<file path="config.mk">
export PLATFORM = sky130hd
export DESIGN_NAME = arp_gateway_responder_core
export DESIGN_NICKNAME = d
export VERILOG_FILES = /design/src/hw/rtl/arpgw_pkg.sv /design/src/hw/rtl/arpgw_front.sv /design/src/hw/rtl/arpgw_queue.sv /design/src/hw/rtl/arpgw_back.sv /design/src/hw/rtl/arp_gateway_responder_core.sv
export SDC_FILE = /design/constraint.sdc
export NUM_CORES = 1
export LEC_CHECK = 0
export ABC_AREA = 0
export ABC_CLOCK_PERIOD_IN_PS = 5600
export BUFFER_PORTS_ARGS = -buffer_cell sky130_fd_sc_hd__buf_4
export CORE_MARGIN = 2
export CORE_UTILIZATION = 35
export CTS_BUF_LIST = sky130_fd_sc_hd__clkbuf_4
export CTS_CLUSTER_DIAMETER = 50
export DETAILED_ROUTE_END_ITERATION = 10
export SKIP_CTS_REPAIR_TIMING = 1
export SYNTH_ARGS = -nofsm -noshare
export SYNTH_HDL_FRONTEND = slang
export SYNTH_SLANG_ARGS = --single-unit
</file>
<file path="constraint.sdc">
create_clock -name clk -period 5.6 [get_ports clk]
set_input_delay 0.28 -clock clk [delete_from_list [all_inputs] [get_ports clk]]
set_output_delay 0.28 -clock clk [all_outputs]
set_load 0.02 [all_outputs]
</file>
<file path="src/hw/rtl/arpgw_pkg.sv">
// Package for the ARP gateway responder: header offsets, protocol constants,
// payload and queue command types, and the reply byte rewrite function.
// Used by every module in hw/rtl; depends on nothing.
`timescale 1ns / 1ps

package arpgw_pkg;

  localparam int HDR_LEN = 42;
  localparam int POS_W = 6;
  localparam int QUEUE_DEPTH_DEF = 2;

  typedef logic [POS_W-1:0] pos_t;

  localparam logic [15:0] ETYPE_ARP = 16'h0806;
  localparam logic [15:0] ETYPE_IPV4 = 16'h0800;
  localparam logic [15:0] HTYPE_ETH = 16'h0001;
  localparam logic [15:0] OP_REQUEST = 16'h0001;
  localparam logic [15:0] OP_REPLY = 16'h0002;

  localparam pos_t OFF_ETYPE = 6'd12;
  localparam pos_t OFF_HTYPE = 6'd14;
  localparam pos_t OFF_PTYPE = 6'd16;
  localparam pos_t OFF_OPER = 6'd20;
  localparam pos_t OFF_SHA = 6'd22;
  localparam pos_t OFF_SIP = 6'd28;
  localparam pos_t OFF_THA = 6'd32;
  localparam pos_t OFF_TIP = 6'd38;
  localparam pos_t OFF_LAST = 6'd41;

  typedef struct packed {
    logic [7:0] frame_byte;
    logic       frame_end;
  } frame_in_t;

  typedef struct packed {
    logic [7:0] out_byte;
    logic       out_end;
    logic       is_reply;
  } frame_out_t;

  typedef enum logic [0:0] {
    CFG_GATEWAY_IP  = 1'b0,
    CFG_GATEWAY_MAC = 1'b1
  } cfg_idx_t;

  typedef enum logic [0:0] {
    CMD_PASS   = 1'b0,
    CMD_REPLAY = 1'b1
  } cmd_kind_t;

  // A pass command carries one trailing byte; a replay command tells the
  // back end to play out the first count bytes of the header memory.
  typedef struct packed {
    cmd_kind_t  kind;
    logic [7:0] data;
    logic       last;
    pos_t       count;
    logic       reply;
  } cmd_t;

  typedef struct packed {
    logic       en;
    pos_t       addr;
    logic [7:0] data;
  } mem_wr_t;

  function automatic logic [7:0] mac_byte(input logic [47:0] v, input pos_t k);
    logic [7:0] r;
    case (k)
      6'd0: r = v[47:40];
      6'd1: r = v[39:32];
      6'd2: r = v[31:24];
      6'd3: r = v[23:16];
      6'd4: r = v[15:8];
      default: r = v[7:0];
    endcase
    return r;
  endfunction

  function automatic logic [7:0] ip_byte(input logic [31:0] v, input pos_t k);
    logic [7:0] r;
    case (k)
      6'd0: r = v[31:24];
      6'd1: r = v[23:16];
      6'd2: r = v[15:8];
      default: r = v[7:0];
    endcase
    return r;
  endfunction

  // Byte idx of the reply header, built from the stored request byte and the
  // requester and gateway addresses.
  function automatic logic [7:0] reply_byte(input pos_t idx, input logic [7:0] raw,
                                            input logic [47:0] sha, input logic [31:0] sip,
                                            input logic [47:0] mac, input logic [31:0] ip);
    logic [7:0] r;
    case (idx) inside
      [6'd0:6'd5]:   r = mac_byte(sha, idx);
      [6'd6:6'd11]:  r = mac_byte(mac, pos_t'(idx - 6'd6));
      OFF_OPER:      r = OP_REPLY[15:8];
      6'd21:         r = OP_REPLY[7:0];
      [6'd22:6'd27]: r = mac_byte(mac, pos_t'(idx - OFF_SHA));
      [6'd28:6'd31]: r = ip_byte(ip, pos_t'(idx - OFF_SIP));
      [6'd32:6'd37]: r = mac_byte(sha, pos_t'(idx - OFF_THA));
      [6'd38:6'd41]: r = ip_byte(sip, pos_t'(idx - OFF_TIP));
      default:       r = raw;
    endcase
    return r;
  endfunction

endpackage

</file>
<file path="src/hw/rtl/arpgw_front.sv">
// Front end of the ARP gateway responder: accepts frame bytes, writes the
// header into the back end's memory, qualifies the request and queues commands.
// Depends on arpgw_pkg.
`timescale 1ns / 1ps

module arpgw_front (
  input  logic                clk,
  input  logic                rst,
  input  logic                req_valid,
  output logic                req_ready,
  input  arpgw_pkg::frame_in_t req,
  input  logic [31:0]         gateway_ip,
  input  logic                q_ready,
  output logic                q_push,
  output arpgw_pkg::cmd_t     q_cmd,
  output arpgw_pkg::mem_wr_t  mem_wr,
  output logic [47:0]         sha,
  output logic [31:0]         sip,
  input  logic                replay_done
);
  import arpgw_pkg::*;

  pos_t        pos;
  logic        ok;
  logic        reply_flag;
  logic        hdr_busy;
  logic [23:0] tip;

  logic in_hdr;
  logic last_hdr;
  logic acc;
  logic b_ok;
  logic qualify;

  function automatic logic byte_ok(input pos_t p, input logic [7:0] b);
    logic r;
    case (p)
      OFF_ETYPE:  r = (b == ETYPE_ARP[15:8]);
      6'd13:      r = (b == ETYPE_ARP[7:0]);
      OFF_HTYPE:  r = (b == HTYPE_ETH[15:8]);
      6'd15:      r = (b == HTYPE_ETH[7:0]);
      OFF_PTYPE:  r = (b == ETYPE_IPV4[15:8]);
      6'd17:      r = (b == ETYPE_IPV4[7:0]);
      OFF_OPER:   r = (b == OP_REQUEST[15:8]);
      6'd21:      r = (b == OP_REQUEST[7:0]);
      default:    r = 1'b1;
    endcase
    return r;
  endfunction

  always_comb begin
    in_hdr = (pos < pos_t'(HDR_LEN));
    last_hdr = (pos == OFF_LAST);
    // Header bytes wait while the previous header is still being replayed.
    req_ready = q_ready && (!in_hdr || !hdr_busy);
    acc = req_valid && req_ready;
    b_ok = byte_ok(pos, req.frame_byte);
    qualify = ok && b_ok && ({tip, req.frame_byte} == gateway_ip);

    q_push = acc && (!in_hdr || last_hdr || req.frame_end);
    q_cmd.data = req.frame_byte;
    q_cmd.count = pos_t'(pos + 6'd1);
    if (!in_hdr) begin
      q_cmd.kind = CMD_PASS;
      q_cmd.last = req.frame_end;
      q_cmd.reply = reply_flag;
    end else if (last_hdr) begin
      q_cmd.kind = CMD_REPLAY;
      q_cmd.last = req.frame_end;
      q_cmd.reply = qualify;
    end else begin
      q_cmd.kind = CMD_REPLAY;
      q_cmd.last = 1'b1;
      q_cmd.reply = 1'b0;
    end

    mem_wr.en = acc && in_hdr;
    mem_wr.addr = pos;
    mem_wr.data = req.frame_byte;
  end

  always_ff @(posedge clk) begin
    if (rst) begin
      pos <= '0;
      ok <= 1'b0;
      reply_flag <= 1'b0;
      hdr_busy <= 1'b0;
    end else begin
      if (acc) begin
        if (req.frame_end) begin
          pos <= '0;
          reply_flag <= 1'b0;
        end else begin
          if (in_hdr) begin
            pos <= pos_t'(pos + 6'd1);
          end
          if (last_hdr) begin
            reply_flag <= qualify;
          end
        end
        if (in_hdr) begin
          ok <= ((pos == '0) ? 1'b1 : ok) && b_ok;
        end
      end
      if (q_push && q_cmd.kind == CMD_REPLAY) begin
        hdr_busy <= 1'b1;
      end else if (replay_done) begin
        hdr_busy <= 1'b0;
      end
    end
  end

  // Requester addresses and the target IP are collected as they stream by.
  always_ff @(posedge clk) begin
    if (acc) begin
      if (pos >= OFF_SHA && pos < OFF_SIP) begin
        sha <= {sha[39:0], req.frame_byte};
      end
      if (pos >= OFF_SIP && pos < OFF_THA) begin
        sip <= {sip[23:0], req.frame_byte};
      end
      if (pos >= OFF_TIP && pos < OFF_LAST) begin
        tip <= {tip[15:0], req.frame_byte};
      end
    end
  end

endmodule

</file>
<file path="src/hw/rtl/arpgw_queue.sv">
// Short command queue between the front and back ends of the ARP responder.
// Depends on arpgw_pkg.
`timescale 1ns / 1ps

module arpgw_queue #(
  parameter int DEPTH = arpgw_pkg::QUEUE_DEPTH_DEF
) (
  input  logic            clk,
  input  logic            rst,
  input  logic            push,
  input  arpgw_pkg::cmd_t wr,
  output logic            ready,
  input  logic            pop,
  output arpgw_pkg::cmd_t rd,
  output logic            valid
);
  import arpgw_pkg::*;

  localparam int PTR_W = (DEPTH > 1) ? $clog2(DEPTH) : 1;
  localparam int CNT_W = $clog2(DEPTH + 1);

  cmd_t             entries [DEPTH];
  logic [PTR_W-1:0] wr_ptr;
  logic [PTR_W-1:0] rd_ptr;
  logic [CNT_W-1:0] count;

  always_comb begin
    ready = (count != CNT_W'(DEPTH));
    valid = (count != '0);
    rd = entries[rd_ptr];
  end

  always_ff @(posedge clk) begin
    if (rst) begin
      wr_ptr <= '0;
      rd_ptr <= '0;
      count <= '0;
    end else begin
      if (push) begin
        wr_ptr <= (wr_ptr == PTR_W'(DEPTH - 1)) ? '0 : PTR_W'(wr_ptr + 1'b1);
      end
      if (pop) begin
        rd_ptr <= (rd_ptr == PTR_W'(DEPTH - 1)) ? '0 : PTR_W'(rd_ptr + 1'b1);
      end
      if (push && !pop) begin
        count <= CNT_W'(count + 1'b1);
      end else if (pop && !push) begin
        count <= CNT_W'(count - 1'b1);
      end
    end
  end

  always_ff @(posedge clk) begin
    if (push) begin
      entries[wr_ptr] <= wr;
    end
  end

endmodule

</file>
<file path="src/hw/rtl/arpgw_back.sv">
// Back end of the ARP responder: holds the header memory, replays it with the
// reply rewrite applied, passes trailing bytes, and drives the output register.
// Depends on arpgw_pkg.
`timescale 1ns / 1ps

module arpgw_back (
  input  logic                 clk,
  input  logic                 rst,
  input  logic                 q_valid,
  output logic                 q_pop,
  input  arpgw_pkg::cmd_t      q_cmd,
  input  arpgw_pkg::mem_wr_t   mem_wr,
  input  logic [47:0]          sha,
  input  logic [31:0]          sip,
  input  logic [31:0]          gateway_ip,
  input  logic [47:0]          gateway_mac,
  output logic                 rsp_valid,
  input  logic                 rsp_ready,
  output arpgw_pkg::frame_out_t rsp,
  output logic                 replay_done
);
  import arpgw_pkg::*;

  logic [7:0] mem [HDR_LEN];
  logic [7:0] mem_q;

  logic       rp_active;
  pos_t       rp_idx;
  pos_t       rp_cnt;
  logic       rp_end;
  logic       rp_reply;
  logic       rd_pend;
  pos_t       rd_idx;
  logic       rd_last;
  logic       out_valid;
  frame_out_t out_q;

  logic       free;
  logic       issue_rp;
  logic       start_rp;
  logic       issue;
  logic       issue_last;
  pos_t       rd_addr;
  logic [7:0] rd_byte;

  always_comb begin
    // The output register is free now or is emptied at this edge; a read
    // issued now passes through mem_q before it lands there.
    free = !out_valid || rsp_ready;
    issue_rp = rp_active && !rd_pend && free;
    q_pop = !rp_active && !rd_pend && free && q_valid;
    start_rp = q_pop && (q_cmd.kind == CMD_REPLAY);
    issue = issue_rp || start_rp;
    rd_addr = start_rp ? '0 : rp_idx;
    issue_last = start_rp ? (q_cmd.count == pos_t'(1)) : (rp_idx == pos_t'(rp_cnt - 6'd1));
    rd_byte = rp_reply ? reply_byte(rd_idx, mem_q, sha, sip, gateway_mac, gateway_ip)
                       : mem_q;
    replay_done = rd_pend && rd_last;
    rsp_valid = out_valid;
    rsp = out_q;
  end

  always_ff @(posedge clk) begin
    if (mem_wr.en) begin
      mem[mem_wr.addr] <= mem_wr.data;
    end
    if (issue) begin
      mem_q <= mem[rd_addr];
    end
  end

  always_ff @(posedge clk) begin
    if (rst) begin
      rp_active <= 1'b0;
      rd_pend <= 1'b0;
      out_valid <= 1'b0;
    end else begin
      rd_pend <= issue;
      if (start_rp) begin
        rp_active <= (q_cmd.count != pos_t'(1));
      end else if (issue_rp && issue_last) begin
        rp_active <= 1'b0;
      end
      if (rd_pend || (q_pop && q_cmd.kind == CMD_PASS)) begin
        out_valid <= 1'b1;
      end else if (rsp_ready) begin
        out_valid <= 1'b0;
      end
    end
  end

  always_ff @(posedge clk) begin
    if (start_rp) begin
      rp_cnt <= q_cmd.count;
      rp_end <= q_cmd.last;
      rp_reply <= q_cmd.reply;
      rp_idx <= pos_t'(1);
    end else if (issue_rp) begin
      rp_idx <= pos_t'(rp_idx + 6'd1);
    end
    if (issue) begin
      rd_idx <= rd_addr;
      rd_last <= issue_last;
    end
    if (rd_pend) begin
      out_q.out_byte <= rd_byte;
      out_q.out_end <= rd_last && rp_end;
      out_q.is_reply <= rp_reply;
    end else if (q_pop && q_cmd.kind == CMD_PASS) begin
      out_q.out_byte <= q_cmd.data;
      out_q.out_end <= q_cmd.last;
      out_q.is_reply <= q_cmd.reply;
    end
  end

  a_read_lands_free: assert property (@(posedge clk) disable iff (rst)
    rd_pend |-> !out_valid)
    else $error("header read returned while the output register was occupied");

  a_done_ends_replay: assert property (@(posedge clk) disable iff (rst)
    (rd_pend && rd_last) |-> !rp_active)
    else $error("replay still active after its last read");

  a_idx_in_range: assert property (@(posedge clk) disable iff (rst)
    rp_active |-> (rp_idx < rp_cnt))
    else $error("replay index ran past the byte count");

endmodule

</file>
<file path="src/hw/rtl/arp_gateway_responder_core.sv">
// Top level of the ARP gateway responder: configuration registers and the
// front end, command queue and back end. Depends on arpgw_pkg and submodules.
`timescale 1ns / 1ps

// Frame bytes enter on req and leave on rsp. A frame whose first 42 bytes form
// an Ethernet/IPv4 ARP request for the configured gateway IP comes back as an
// ARP reply with is_reply set; anything else leaves unchanged. No byte is
// returned until the 42nd header byte (or an earlier frame end) has arrived;
// the held header is then replayed from the registered header memory (memory
// read, then output register; a read waits until the previous one returned).
// Header bytes of the next frame are taken only after that replay has
// finished. Bytes past the header pass through at one per cycle while rsp_ready
// is high and no replay runs. Configuration writes are always taken and should
// be made while no frame is in flight.
module arp_gateway_responder_core #(
  parameter int QUEUE_DEPTH = arpgw_pkg::QUEUE_DEPTH_DEF
) (
  input  logic                  clk,
  input  logic                  rst,
  input  logic                  req_valid,
  output logic                  req_ready,
  input  arpgw_pkg::frame_in_t  req,
  output logic                  rsp_valid,
  input  logic                  rsp_ready,
  output arpgw_pkg::frame_out_t rsp,
  input  logic                  cfg_valid,
  output logic                  cfg_ready,
  input  arpgw_pkg::cfg_idx_t   cfg_index,
  input  logic [47:0]           cfg_data
);
  import arpgw_pkg::*;

  logic [31:0] gateway_ip;
  logic [47:0] gateway_mac;

  logic        q_ready;
  logic        q_push;
  cmd_t        q_wr;
  logic        q_valid;
  logic        q_pop;
  cmd_t        q_rd;
  mem_wr_t     mem_wr;
  logic [47:0] sha;
  logic [31:0] sip;
  logic        replay_done;

  assign cfg_ready = 1'b1;

  always_ff @(posedge clk) begin
    if (rst) begin
      gateway_ip <= '0;
      gateway_mac <= '0;
    end else if (cfg_valid) begin
      case (cfg_index)
        CFG_GATEWAY_IP:  gateway_ip <= cfg_data[31:0];
        CFG_GATEWAY_MAC: gateway_mac <= cfg_data;
        default: ;
      endcase
    end
  end

  arpgw_front u_front (
    .clk         (clk),
    .rst         (rst),
    .req_valid   (req_valid),
    .req_ready   (req_ready),
    .req         (req),
    .gateway_ip  (gateway_ip),
    .q_ready     (q_ready),
    .q_push      (q_push),
    .q_cmd       (q_wr),
    .mem_wr      (mem_wr),
    .sha         (sha),
    .sip         (sip),
    .replay_done (replay_done)
  );

  arpgw_queue #(
    .DEPTH (QUEUE_DEPTH)
  ) u_queue (
    .clk   (clk),
    .rst   (rst),
    .push  (q_push),
    .wr    (q_wr),
    .ready (q_ready),
    .pop   (q_pop),
    .rd    (q_rd),
    .valid (q_valid)
  );

  arpgw_back u_back (
    .clk         (clk),
    .rst         (rst),
    .q_valid     (q_valid),
    .q_pop       (q_pop),
    .q_cmd       (q_rd),
    .mem_wr      (mem_wr),
    .sha         (sha),
    .sip         (sip),
    .gateway_ip  (gateway_ip),
    .gateway_mac (gateway_mac),
    .rsp_valid   (rsp_valid),
    .rsp_ready   (rsp_ready),
    .rsp         (rsp),
    .replay_done (replay_done)
  );

endmodule
</file>
Yosys cells after proc, flatten, opt, wreduce, memory -nomap -nowiden
Memory sizes are Yosys's and may differ from the RTL's. A register that Yosys moved wholly into a read port is not among the register bits.
Index checks and enable logic that the tools add are counted.
Operators by class
  add/sub/neg operators: 12
  $lt $le $gt $ge: 19
  bitwise gates (word level): 2
  divide/modulo/power cells: 0
  equality and inequality tests: 39
  shift operators: 0
  muxes and demuxes: 46
  reductions and logical operators: 69
  multiply operators: 0
Operators with widths (count)
  one-hot mux 8 bit (5 select lines): 4
  2-to-1 mux 8 bit: 9
  == test 6 x 2 -> 1 bit, second input constant: 10
  one-hot mux 8 bit (3 select lines): 2
  == test 6 x 1 -> 1 bit, second input constant: 7
  zero test 6 bit: 7
  == test 6 x 5 -> 1 bit, second input constant: 6
  == test 32 bit: 1
  logical AND 1 bit: 29
  == test 6 x 3 -> 1 bit, second input constant: 4
  == test 6 x 4 -> 1 bit, second input constant: 4
  >= comparator 6 x 5 -> 1 bit, second input constant: 4
  2-to-1 mux 1 bit: 23
  2-to-1 mux 10 bit: 2
  >= comparator 6 bit, second input constant: 3
  < comparator 6 bit, second input constant: 3
  2-to-1 mux 6 bit: 3
  AND reduction 2 bit: 8
  nonzero test 2 bit: 8
  adder 6 x 1 -> 6 bit, second input constant: 2
  <= comparator 6 x 5 -> 1 bit, second input constant: 2
  <= comparator 6 bit, second input constant: 2
  subtractor 6 x 5 -> 6 bit, second input constant: 2
  subtractor 6 bit, second input constant: 2
  other kinds (25): 40
Word-level totals
  bits in latches: 0
  word-level logic and storage cells: 213
  memories kept: 2
  flip-flop bits (word level): 231
  bits in writable memories: 370
  bits in read-only memories: 0
Memory list
  u_back.mem: depth 42, bits a word 8, rd ports 1, clocked after memory_dff 1, write ports 1, RTL line arpgw_back.sv:24  | logic [7:0] mem [HDR_LEN];
  u_queue.entries: depth 2, bits a word 17, rd ports 1, clocked after memory_dff 1, write ports 1, RTL line arpgw_queue.sv:22  | cmd_t entries [DEPTH];

Depth between registers and ports, before layout
  word-level depth: 13
  mapped depth: 14

Hierarchy
A second synthesis with hierarchy kept.
Second synthesis, totals
  cells, all modules: 1889
  area, all modules: 26983.4 um2
By module, submodules not included
  arpgw_back: cells an instance 1207, instances 1, area each 17603.1 um2
  arpgw_front: cells an instance 286, instances 1, area each 4556.9 um2
  arp_gateway_responder_core: cells an instance 321, instances 1, area each 3387.0 um2
  arpgw_queue: cells an instance 75, instances 1, area each 1436.4 um2

Worst setup path before layout
Ideal clock, no wire load.
  kind: register to register
  start: register u_front.pos[5]
  end: register u_front.sip[0] (enable)
  setup time: 461 ps
  slack: 1581 ps
  stages on the path, launching flop included: 7
  required time: 5139 ps
  clock period less this slack: 4019 ps
  data arrival time: 3558 ps
  path through: dfxtp_1 -> clkbuf_1 -> o21a_1 -> inv_1 -> a211o_1 -> clkbuf_1 -> nor3_1
Between the ends
  longest elaborated chain between the ends: 6
  elaborated cells on any way between the ends: 9
RTL lines
  from (decl): RTL line arpgw_front.sv:23  | pos_t pos;
  from (signal assigned): RTL line arpgw_front.sv:95  | pos <= pos_t'(pos + 6'd1);
  < comparator 6 bit: RTL line arpgw_front.sv:52  | in_hdr = (pos < pos_t'(HDR_LEN));
  zero test 1 bit: RTL line arpgw_front.sv:55  | req_ready = q_ready && (!in_hdr || !hdr_busy);
  logical OR 1 bit: RTL line arpgw_front.sv:55
  logical AND 1 bit: RTL line arpgw_front.sv:55
  logical AND 1 bit: RTL line arpgw_front.sv:56  | acc = req_valid && req_ready;
  AND reduction 2 bit (no line) *
  to (signal assigned): RTL line arpgw_front.sv:120  | sip <= {sip[23:0], req.frame_byte};
  to (decl): RTL line arpgw_front.sv:18  | output logic [31:0] sip,
Mark *: on every way between the ends. The rest lies on a longest branch, timed or not.
A chain may end at the register's enable or synchronous reset.

Worst setup path in the final report
  start: register u_back.rd_pend
  end: register u_back.mem_q[4] (read register of u_back.mem) (data pin)
Between the ends
  longest elaborated chain between the ends: 6
  elaborated cells on any way between the ends: 9
RTL lines
  from (decl): RTL line arpgw_back.sv:32  | logic rd_pend;
  from (signal assigned): RTL line arpgw_back.sv:78  | rd_pend <= issue;
  zero test 1 bit *: RTL line arpgw_back.sv:50, arpgw_back.sv:51
  logical AND 1 bit (3 in a row): RTL line arpgw_back.sv:51  | q_pop = !rp_active && !rd_pend && free && q_valid;
  logical AND 1 bit: RTL line arpgw_back.sv:52  | start_rp = q_pop && (q_cmd.kind == CMD_REPLAY);
  2-to-1 mux 6 bit / logical OR 1 bit (equally long branches): RTL line arpgw_back.sv:54, arpgw_back.sv:53
  to (decl): RTL line arpgw_back.sv:25  | logic [7:0] mem_q;
Marks and branches as above.

==> qor.csv <==
metric,value,unit
Clock Tree Root,clkbuf_4,
fraction of power spent switching nets,34.6,%
FF-to-FF path depth,10,
initial antenna violation count,3,
ys async rst share,0,%
final hold vios,0,
Fillers,6926,
initial drt markers,2069,
Slew @ Worst Pin,1300,ps
worst r2r src,u_back.rd_pend,
via count,18500,
status,finished clean,
CP Class,reg -> reg,
"Max stage delay cell, worst path",nand2b_1,
Tot GR Track Use,19.3,%
CTS tree,built,
"CTS clk-pin slew, worst paths",70,ps
total negative slack,0,ps
IO Pins,76,
RSZ-0062 raised after global routing,no,
Peak Freq,224,MHz
syn nets,2119,
Synth cell types,86,
syn_area_per_cell,12.8,um2
# rows,100,
Crit. path cell count,10,
sw power,4.60,mW
"Cell Area, Synth",0.0261,mm2
Yosys reg bits,610,
fin crit share,79.7,%
met2 GRT Util,30.6,%
IO Port Bufs,74,
GRT overflow,0,
Layout Nets,2351,
worst vdd ir,0.312,mV
Power Internal,8.70,mW
worst path bufs/invs,2,
number of global-route vias before repair,17700,
Final HPWL DP,49.7,mm
combinational power share,28.6,%
M3 GR Usage,4.41,%
RePlAce Congestion,0.965,
clk_lat worst skew,1010,ps
most frequent CP cell,nand2_2,
area taken by multi-input logic gates,0.00817,mm2
grt peak-use layer,met2,
# clock sinks,610,
Clock Power Share,29.8,%
met1 Usage GRT,25.6,%
Pins Over Slew Limit,0,
"EDFF count, synth",507,
worst setup path start,u_back.rd_pend,
Final Skew,58.7,ps
initial core utilization,35.2,%
drt wl/cell,22.8,um
post-route ant nets,0,
yosys warns,0,
H-Tree Depth,4,
Inst Count DP,2994,
Leakage Power,10.3,nW
register area,0.0173,mm2
first-pass GRT wire length,111,mm
min Tclk post-route,4460,ps
area grow syn2layout,17.1,%
dominant synthesized flop cell,edfxtp_1,
"Arr. time, crit path",5220,ps
Crit Reg-Reg Endpoint,u_back.mem_q[4],
Yosys top cell by area,edfxtp_1,
Die Y,277,um
chip width,277,um
Cells after Synth,2046,
Crit path largest cell delay,870,ps
post-synth top area share,58.3,%
layout cells sized above 1,18.5,%
DRC violations left,0,
Post-Place Setup Slack,1310,ps
DR vias/cell,5.51,
WL final,76.6,mm
Hold Crit Class,in -> reg,
required time worst endpoint,6360,ps
total of max-cap violations,0,
relative slew slack,13.5,%
router iterations before antenna repair,6,
"Cell Chain, Critical Path",nor3_4 > nand2_2 > inv_2 > nand2b_1 > inv_6 > nand2_2 > o22ai_1 > a211oi_1 > nor4_1 > a2111oi_1,
crit start category,flip-flop,
reg-to-reg setup timing slack,1140,ps
final std cells w/o fill,3364,
crit-path max FO,44,
sequential power share,41.7,%
critical path capture point type,flip-flop,
crit path to,u_back.mem_q[4],
largest net degree at the start of global routing,98,
Die ar.,0.0768,mm2
Area contributors post-synth,"edfxtp_1, dfxtp_1, nand2_1, a21oi_1, mux2i_1",
Num CTS Buffers,155,
Top Family by Delay on Critical Path,simple AND/OR/NAND/NOR gates,
Worst Slack Setup Final,1140,ps
sequential fraction of the synthesis area,66.2,%
Pwr Density,435,mW/mm2
"Setup violations, final",0,
clock buffer depth,3,
core area,0.0742,mm2
==> per-stage QoR <==
| step | hold WS (ps) | util [%] | area [um2] | power [mW] |
|---|---|---|---|---|
| 2_1_floorplan | 379 | - | 26100 | 8.13 |
| 3_3_place_gp | 429 | 37.2 | 27600 | 9.24 |
| 3_5_place_dp | 433 | 37.2 | 27600 | 9.29 |
| 4_1_cts | -589 | 39.9 | 29600 | 13.3 |
| 5_1_grt | 67.6 | 41.2 | 30600 | 13.9 |
| 6_report | 106 | 41.2 | 30600 | 13.3 |
==> cell usage in the layout (no fill, tap or decap), types with 20 or more instances in the layout <==
cell	Yosys	layout
a31oi_1	28	28
clkinv_1	2	21
inv_1	26	26
o22ai_1	23	23
nand3_1	20	20
dlygate4sd3_1	0	96
dfxtp_1	103	102
clkbuf_4	0	234
o211ai_1	22	22
o221ai_1	30	30
nand4_1	20	20
mux2_2	46	46
a211oi_1	40	40
nand2_1	286	286
a21oi_1	173	173
xnor2_1	46	46
nor2_1	109	108
nor3_1	24	23
o21ai_0	71	71
edfxtp_1	507	507
mux2i_1	74	74
buf_4	6	103
==> worst min path at each step <==
stage                        to  slack, ps  cells past startpoint             from
2_1_floorplan  u_back.mem[0][0]        380                      0           req[1]
6_report         gateway_ip[25]        110                      4     cfg_data[25]
4_1_cts         gateway_mac[40]       -590                      3     cfg_data[40]
3_5_place_dp    u_front.sha[34]        430                      0  u_front.sha[26]
5_1_grt          gateway_ip[17]         70                      4     cfg_data[17]
3_3_place_gp    u_front.sha[35]        430                      0  u_front.sha[27]
==> cell type report <==
class	count	area share, %
clock buffers	234	5.74
multi-input cells	1280	26.7
flip-flops and latches	610	56.5
inverters	32	0.409
repair buffers	199	5.67
clock inverters	34	0.989
diodes	6	0.0491
well taps	969	3.96
==> flip-flops by register name, summed over array words and instances (netlist names), 8 cells and up, named ones only <==
register	count
gateway_ip	32
gateway_mac	48
u_back.mem	336
u_back.mem_q	8
u_back.rsp	10
u_front.sha	48
u_front.sip	32
u_front.tip	24
u_queue.entries	34
==> logic make-up (layout without fill, tap and decap cells) <==
logic type	after synthesis	count (layout)	synth area share, %
fa+ha+maj	10	10	0.479
other cells	1	7	0.0144
compound gates	529	529	13.5
simple gates	554	554	9.56
mux	130	130	5.65
flops	610	610	66.2
xor+xnor	56	56	1.91
buf+inv	156	499	2.70
==> layer usage <==
layer / share of wire (%) / up-vias
li1: - / 8355
met1: 42 / 9192
met2: 47 / 846
met3: 7.3 / 139
met4: 3.3 / 0
met5: 0 / -
==> tightest hold or removal path, delay by kind of cell <==
kind	cells	cell delay, ps
simple gates	1	40
compound gates	1	100
buf+inv	2	640
==> synthesized netlist by cell type, drive strengths merged (8+ instances only) <==
| library cell | count |
|---|---|
| a2111oi | 11 |
| a211oi | 40 |
| a21oi | 173 |
| a221oi | 8 |
| a22o | 18 |
| a31oi | 28 |
| and2 | 9 |
| buf | 58 |
| clkbuf | 66 |
| dfxtp | 103 |
| edfxtp | 507 |
| ha | 10 |
| inv | 30 |
| mux2 | 47 |
| mux2i | 74 |
| mux4 | 9 |
| nand2 | 289 |
| nand2b | 16 |
| nand3 | 20 |
| nand4 | 20 |
| nor2 | 109 |
| nor2b | 16 |
| nor3 | 29 |
| nor4 | 13 |
| o211ai | 23 |
| o21ai | 75 |
| o21bai | 11 |
| o221ai | 30 |
| o22ai | 23 |
| o311a | 9 |
| o31ai | 11 |
| or3 | 8 |
| xnor2 | 47 |
| xor2 | 9 |
==> power by group through the flow <==
stage	Combinational (mW)	Clock, mW	Sequential [mW]
2_1_floorplan	2.71	0	5.42
3_3_place_gp	3.62	0	5.62
3_5_place_dp	3.67	0	5.62
4_1_cts	3.69	4.05	5.53
5_1_grt	4.05	4.30	5.56
6_report	3.80	3.96	5.54
Note: power is estimated with default switching activity, not from simulation.
